`src/dq_pkg.sv`:
```
// ----------------------------------------------------------------------------
// dq_pkg
// Shared types and codes of the double-ended queue core: request and result
// items, operation codes, status codes and the controller command group.
// ----------------------------------------------------------------------------
package dq_pkg;

   // Operation codes carried in a request item
   localparam logic [2:0] OP_PUSH_FRONT = 3'd0;
   localparam logic [2:0] OP_PUSH_BACK  = 3'd1;
   localparam logic [2:0] OP_POP_FRONT  = 3'd2;
   localparam logic [2:0] OP_POP_BACK   = 3'd3;
   localparam logic [2:0] OP_PEEK_FRONT = 3'd4;
   localparam logic [2:0] OP_PEEK_BACK  = 3'd5;

   // Status codes carried in a result item
   localparam logic [1:0] ST_OK    = 2'd0;
   localparam logic [1:0] ST_EMPTY = 2'd1;
   localparam logic [1:0] ST_FULL  = 2'd2;

   // Width of the reported occupancy
   localparam int OCC_W = 5;

   typedef struct packed {
      logic [2:0]         opcode;
      logic signed [31:0] push_value;
   } req_type;

   typedef struct packed {
      logic signed [31:0] read_value;
      logic [OCC_W-1:0]   occupancy;
      logic               is_empty;
      logic [1:0]         status;
   } rsp_type;

   // Commands from the controller to the datapath
   typedef struct packed {
      logic load;     // capture the request item
      logic execute;  // access the store and update pointers
   } cmd_type;

endpackage

```
`src/double_ended_queue_core.sv`:
```
// ----------------------------------------------------------------------------
// double_ended_queue_core
// Double-ended queue of signed 32-bit words held in a circular store.
// ----------------------------------------------------------------------------
// Usage:
//   A request item (req_data: opcode, push_value) is taken at a rising edge
//   where start is high and busy is low. Each request gives one result item
//   on rsp_data, shown for exactly one cycle with rsp_valid high.
//   The result follows the accepting edge through an execute state, in
//   which the store is written or read, and then a result state.
//   A new item may be accepted during the result cycle, and busy is high
//   only during the execute cycle, since the single store port is used then.
//   The receiver cannot hold results off; each result is taken in the cycle
//   it is shown.
//   Reset (synchronous, active high) empties the queue: pointers and count
//   go to zero and no result is pending. Store contents are not cleared and
//   are never shown in a result before being written.
//   Pops and peeks on an empty queue report status empty; pushes into a full
//   queue report status full and drop the word.
// ----------------------------------------------------------------------------
module double_ended_queue_core
   import dq_pkg::*;
#(
   parameter int DEPTH = 16
)
(
   input  logic    clock,
   input  logic    reset,
   input  logic    start,
   output logic    busy,
   input  req_type req_data,
   output logic    rsp_valid,
   output rsp_type rsp_data
);

   cmd_type cmd;

   dq_ctrl u_ctrl (
      .clock     (clock),
      .reset     (reset),
      .start     (start),
      .busy      (busy),
      .rsp_valid (rsp_valid),
      .cmd       (cmd)
   );

   dq_datapath #(
      .DEPTH (DEPTH)
   ) u_datapath (
      .clock    (clock),
      .reset    (reset),
      .cmd      (cmd),
      .req_data (req_data),
      .rsp_data (rsp_data)
   );

endmodule

```
`src/dq_ctrl.sv`:
```
// ----------------------------------------------------------------------------
// dq_ctrl
// Sequencer of the double-ended queue: accepts a request, runs one execute
// cycle in the datapath and strobes the result for one cycle.
// ----------------------------------------------------------------------------
module dq_ctrl
   import dq_pkg::*;
(
   input  logic    clock,
   input  logic    reset,
   input  logic    start,
   output logic    busy,
   output logic    rsp_valid,
   output cmd_type cmd
);

   localparam logic [1:0] S_IDLE = 2'd0;
   localparam logic [1:0] S_EXEC = 2'd1;
   localparam logic [1:0] S_RESP = 2'd2;

   logic [1:0] state_ff;
   logic [1:0] state_in;
   logic       accept;

   // Accept while idle or while the previous result is being shown
   assign busy      = (state_ff == S_EXEC);
   assign accept    = start && !busy;
   assign rsp_valid = (state_ff == S_RESP);

   assign cmd.load    = accept;
   assign cmd.execute = (state_ff == S_EXEC);

   // Advance the state
   always_comb begin
      state_in = state_ff;
      case (state_ff)
         S_IDLE: begin
            if (accept) state_in = S_EXEC;
         end
         S_EXEC: begin
            state_in = S_RESP;
         end
         S_RESP: begin
            state_in = accept ? S_EXEC : S_IDLE;
         end
         default: begin
            state_in = S_IDLE;
         end
      endcase
   end

   always_ff @(posedge clock) begin
      if (reset) begin
         state_ff <= S_IDLE;
      end else begin
         state_ff <= state_in;
      end
   end

endmodule

```
`src/dq_datapath.sv`:
```
// ----------------------------------------------------------------------------
// dq_datapath
// Circular store, head/tail pointers, entry count and result registers of
// the double-ended queue.
// ----------------------------------------------------------------------------
module dq_datapath
   import dq_pkg::*;
#(
   parameter int DEPTH = 16
)
(
   input  logic    clock,
   input  logic    reset,
   input  cmd_type cmd,
   input  req_type req_data,
   output rsp_type rsp_data
);

   localparam int AW = $clog2(DEPTH);
   localparam int CW = $clog2(DEPTH + 1);
   localparam logic [AW-1:0] LAST_SLOT = AW'(DEPTH - 1);
   localparam logic [CW-1:0] FULL_COUNT = CW'(DEPTH);

   logic [31:0]        mem [DEPTH];
   req_type            req_ff;
   logic [AW-1:0]      head_ff, head_in;
   logic [AW-1:0]      tail_ff, tail_in;
   logic [CW-1:0]      count_ff, count_in;
   logic [31:0]        rd_data_ff;
   logic               rd_sel_ff;
   logic [1:0]         status_ff, status_in;
   logic [OCC_W-1:0]   occ_ff;
   logic               empty_ff;
   logic [CW+OCC_W-1:0] occ_wide;
   logic [AW-1:0]      head_prev, head_next, tail_prev, tail_next;
   logic [AW-1:0]      addr;
   logic               is_full, is_empty_now;
   logic               is_push, is_read;
   logic               do_write, do_read;

   // Wrap pointers around the store
   assign head_prev = (head_ff == '0) ? LAST_SLOT : head_ff - AW'(1);
   assign head_next = (head_ff == LAST_SLOT) ? '0 : head_ff + AW'(1);
   assign tail_prev = (tail_ff == '0) ? LAST_SLOT : tail_ff - AW'(1);
   assign tail_next = (tail_ff == LAST_SLOT) ? '0 : tail_ff + AW'(1);

   assign is_full      = (count_ff == FULL_COUNT);
   assign is_empty_now = (count_ff == '0);

   // Decode the operation and pick the single store address
   always_comb begin
      is_push   = 1'b0;
      is_read   = 1'b0;
      addr      = head_ff;
      head_in   = head_ff;
      tail_in   = tail_ff;
      count_in  = count_ff;
      status_in = ST_OK;
      case (req_ff.opcode)
         OP_PUSH_FRONT: begin
            is_push = 1'b1;
            addr    = head_prev;
            if (is_full) begin
               status_in = ST_FULL;
            end else begin
               head_in  = head_prev;
               count_in = count_ff + CW'(1);
            end
         end
         OP_PUSH_BACK: begin
            is_push = 1'b1;
            addr    = tail_ff;
            if (is_full) begin
               status_in = ST_FULL;
            end else begin
               tail_in  = tail_next;
               count_in = count_ff + CW'(1);
            end
         end
         OP_POP_FRONT: begin
            is_read = 1'b1;
            addr    = head_ff;
            if (is_empty_now) begin
               status_in = ST_EMPTY;
            end else begin
               head_in  = head_next;
               count_in = count_ff - CW'(1);
            end
         end
         OP_POP_BACK: begin
            is_read = 1'b1;
            addr    = tail_prev;
            if (is_empty_now) begin
               status_in = ST_EMPTY;
            end else begin
               tail_in  = tail_prev;
               count_in = count_ff - CW'(1);
            end
         end
         OP_PEEK_FRONT: begin
            is_read = 1'b1;
            addr    = head_ff;
            if (is_empty_now) status_in = ST_EMPTY;
         end
         OP_PEEK_BACK: begin
            is_read = 1'b1;
            addr    = tail_prev;
            if (is_empty_now) status_in = ST_EMPTY;
         end
         default: begin
            // unused opcodes leave everything as is
         end
      endcase
   end

   assign do_write = is_push && !is_full;
   assign do_read  = is_read && !is_empty_now;
   assign occ_wide = {{OCC_W{1'b0}}, count_in};

   // Capture the request item
   always_ff @(posedge clock) begin
      if (cmd.load) req_ff <= req_data;
   end

   // Store access: one address, registered read data
   always_ff @(posedge clock) begin
      if (cmd.execute) begin
         if (do_write) mem[addr] <= req_ff.push_value;
         rd_data_ff <= mem[addr];
      end
   end

   // Pointers and count
   always_ff @(posedge clock) begin
      if (reset) begin
         head_ff  <= '0;
         tail_ff  <= '0;
         count_ff <= '0;
      end else if (cmd.execute) begin
         head_ff  <= head_in;
         tail_ff  <= tail_in;
         count_ff <= count_in;
      end
   end

   // Hold the result fields for the response cycle
   always_ff @(posedge clock) begin
      if (cmd.execute) begin
         rd_sel_ff <= do_read;
         status_ff <= status_in;
         occ_ff    <= occ_wide[OCC_W-1:0];
         empty_ff  <= (count_in == '0);
      end
   end

   assign rsp_data.read_value = rd_sel_ff ? rd_data_ff : '0;
   assign rsp_data.occupancy  = occ_ff;
   assign rsp_data.is_empty   = empty_ff;
   assign rsp_data.status     = status_ff;

endmodule

```
`config.mk`:
```
export PLATFORM = sky130hd
export DESIGN_NAME = double_ended_queue_core
export DESIGN_NICKNAME = d
export VERILOG_FILES = /design/src/dq_pkg.sv /design/src/double_ended_queue_core.sv /design/src/dq_ctrl.sv /design/src/dq_datapath.sv
export SDC_FILE = /design/constraint.sdc
export NUM_CORES = 1
export LEC_CHECK = 0
export ABC_CLOCK_PERIOD_IN_PS = 5000
export BUFFER_PORTS_ARGS = -buffer_cell sky130_fd_sc_hd__buf_2
export CAP_MARGIN = 15
export CORE_ASPECT_RATIO = 0.7
export CORE_MARGIN = 5
export CORE_UTILIZATION = 27
export CTS_CLUSTER_DIAMETER = 150
export DETAILED_ROUTE_END_ITERATION = 6
export SETUP_SLACK_MARGIN = 0.1
export SYNTH_ARGS = -nofsm -noshare
export SYNTH_HDL_FRONTEND = slang
export SYNTH_SLANG_ARGS = --single-unit
```
`constraint.sdc`:
```
create_clock -name clock -period 5 [get_ports clock]
set_input_delay 1.5 -clock clock [delete_from_list [all_inputs] [get_ports clock]]
set_output_delay 1.5 -clock clock [all_outputs]
set_load 0.03 [all_outputs]
```
==> results.py <==
metrics = {
    "clock_tree": {
        "root_buffer": "clkbuf_16",
        "numCtsBuffers": 54,
        "cts_resized": 0,
        "cts_tree": "done",
        "insertion_delay_ns": 0.63,
        "cts_max_level": 2,
        "cts_setup_buffers": 0,
        "cts_hold_buf": 0,
        "cts.sinks": 603,
        "clk_pin_slew_ns": 0.07,
        "cts_buffer_depth": 3,
    },
    "timing": {
        "setup_viol": 0,
        "worst_pin_slew_ns": 1.13,
        "hold_viol": 0,
        "max_freq_mhz": 253,
        "slew_violations": 0,
        "finalClockSkew_ns": 0.0303,
        "tns_ns": 0,
        "min_period_ns": 3.96,
        "finalCritPeriodShare": 0.792,
        "holdWs_ns": 0.446,
        "rsz0062_at_grt": "no",
        "slew_headroom": 0.245,
    },
    "final_layout": {
        "diodes": 0,
        "final_layout_size_suffix_gt1_frac": 0.126,
        "fin_nets": 1788,
        "seqCellArea_um2": 18000,
        "nFillCells": 8555,
        "final_util": 0.312,
        "multi_input_comb_area_um2": 5330,
        "stdcell_count": 2951,
        "area_delta_synth_final_pct": 15.0,
    },
    "critical_path": {
        "cp_data_required_time_ns": 5.32,
        "critical_path_class": "reg -> reg",
        "critPathCaptureType": "flip-flop",
        "crit_arrival_ns": 4.28,
        "critPathLaunchType": "flip-flop",
        "path_max_fanout": 21,
    },
    "power": {
        "leakage_uw": 0.00892,
        "p_per_area_nw_per_um2": 396,
        "vdd.ir_drop.worst_v": 0.000315,
    },
    "synth": {
        "synthesis.area_um2": 23800,
        "ys_top_cells_by_area": "edfxtp_1 (74%), nand2_1 (6.7%), a32oi_1 (4.7%)",
        "syn_nets": 1732,
        "async_flop_share": 0,
        "syn_area_per_cell_um2": 14.1,
        "synthFlopType": "edfxtp_1",
        "synth_top_area_share": 0.742,
        "synth_top_area_cell": "edfxtp_1",
        "ys_warn_count": 0,
        "synth_cells": 1688,
        "yosys-top-cells-count": "edfxtp_1 (588), nand2_1 (423), a21oi_1 (143)",
        "synth_seq_cells": 603,
        "synth-edff-count": 588,
        "ys_types": 53,
        "synth.most_common_cell": "edfxtp_1",
        "yosysSeqAreaShare": 0.754,
    },
    "routing": {
        "vias_per_cell": 4.87,
        "post_drt_wl_per_cell_um": 20.1,
        "drtPass1Iterations": 5,
        "drt_iter0_markers": 1360,
        "drc_errors": 0,
        "wl_um": 59300,
        "dr_total_vias": 14400,
        "detail-route-antenna-nets": 0,
    },
    "floorplanning": {
        "std_cell_rows": 91,
        "dieArea_um2": 94300,
        "die_w_um": 365,
        "initial_core_util": 0.271,
        "fp.dieH_um": 258,
        "io-pin-count": 80,
        "core_area_um2": 87800,
    },
    "grt": {
        "grt_pass1_vias": 13800,
        "antenna_found_initial": 0,
        "grt_usage": 0.123,
        "overflow": 0,
        "grt_pass1_wl_um": 88300,
        "grt_max_degree": 145,
    },
    "job": {
        "maxCapViolations": 0,
    },
    "place": {
        "port_buffers": 79,
        "place_hpwl_um": 35100,
        "placedCellCount": 2850,
        "gp_congestion": 0.799,
    },
    "run_status": {
        "status": "finished, final reports clean",
    },
    "min_path": {
        "hold_path_class": "reg -> reg",
    },
}
power breakdown:
part           internal (µW)  switching [µW]  total (µW)
combinational            290             681         971
sequential              5640             102        5740
clock                   2260            1870        4130
total                   8190            2650       10800
kinds of logic after synthesis:
| group | Yosys count | synth area share |
|---|---|---|
| flip-flops | 603 | 0.754 |
| AND/OR/NAND/NOR | 547 | 0.0946 |
| XOR/XNOR | 10 | 0.00368 |
| multiplexers | 9 | 0.00389 |
| AO/OA/AOI/OAI | 379 | 0.111 |
| adder cells (fa/ha/maj) | 6 | 0.00315 |
| buffers and inverters | 134 | 0.0291 |
registers in the layout, indices dropped and copies added, names as in the netlist:
name                   flops
u_ctrl.state_ff            2
u_datapath.count_ff        5
u_datapath.empty_ff        1
u_datapath.head_ff         4
u_datapath.mem           512
u_datapath.occ_ff          5
u_datapath.rd_data_ff     32
u_datapath.rd_sel_ff       1
u_datapath.req_ff         35
u_datapath.status_ff       2
u_datapath.tail_ff         4
worst max-delay path, stage by stage, from the launching register on:
cell and delay [ns]:
edfxtp_1 0.74, nor2_1 0.20, o311ai_0 0.83, and4_1 0.42, nand4_1 0.41, nor2_4 0.79
buf_12 0.25
placed cells by master (no fill, tap or decap), drive strengths merged, types with 7 or more instances in the layout:
master / netlist / layout
and2: 34 / 34
dfxtp: 15 / 15
a32oi: 127 / 127
o21ai: 19 / 19
nand2: 423 / 423
nor2: 49 / 49
edfxtp: 588 / 588
clkinv: 1 / 29
clkbuf: 17 / 62
a21oi: 144 / 144
buf: 96 / 113
nand3: 7 / 7
inv: 20 / 24
mux2i: 7 / 7
xnor2: 8 / 8
a22oi: 62 / 62
metal layers:
layer,up-vias,share of wire,GRT usage
met2,490,0.46,0.189
met3,69,0.062,0.0203
li1,6506,-,-
met5,-,0,0
met1,7311,0.46,0.180
met4,0,0.021,0.0325
worst paths after layout:
path | slack (ns) | startpoint | cells past startpoint | end
max reg2reg | 1.04 | u_datapath.req_ff[33]$_DFFE_PP_ | 6 | u_datapath.mem[8][16]$_DFFE_PP_
min | 0.45 | u_ctrl.state_ff[0]$_SDFFE_PP0P_ | 1 | u_ctrl.state_ff[0]$_SDFFE_PP0P_
max | 1.04 | u_datapath.req_ff[33]$_DFFE_PP_ | 6 | u_datapath.mem[8][16]$_DFFE_PP_
min reg2reg | 0.45 | u_ctrl.state_ff[0]$_SDFFE_PP0P_ | 1 | u_ctrl.state_ff[0]$_SDFFE_PP0P_
cell type report:
class / count / share of cell area
clock inverters: 39 / 0.0134
flip-flops and latches: 603 / 0.656
inverters: 21 / 0.00288
well taps: 1162 / 0.0531
repair buffers: 113 / 0.0291
clock buffers: 62 / 0.0505
multi-input cells: 951 / 0.195
per-stage QoR:
step           setup WS, ns  power (µW)  cell area (µm²)
2_1_floorplan          1.14        6490            23800
3_3_place_gp           1.11        6800            25600
3_5_place_dp           1.10        6820            25600
4_1_cts               0.947       11000            27400
5_1_grt               0.796       11300            27400
6_report               1.04       10800            27400
(Power assumes the default switching activity.)
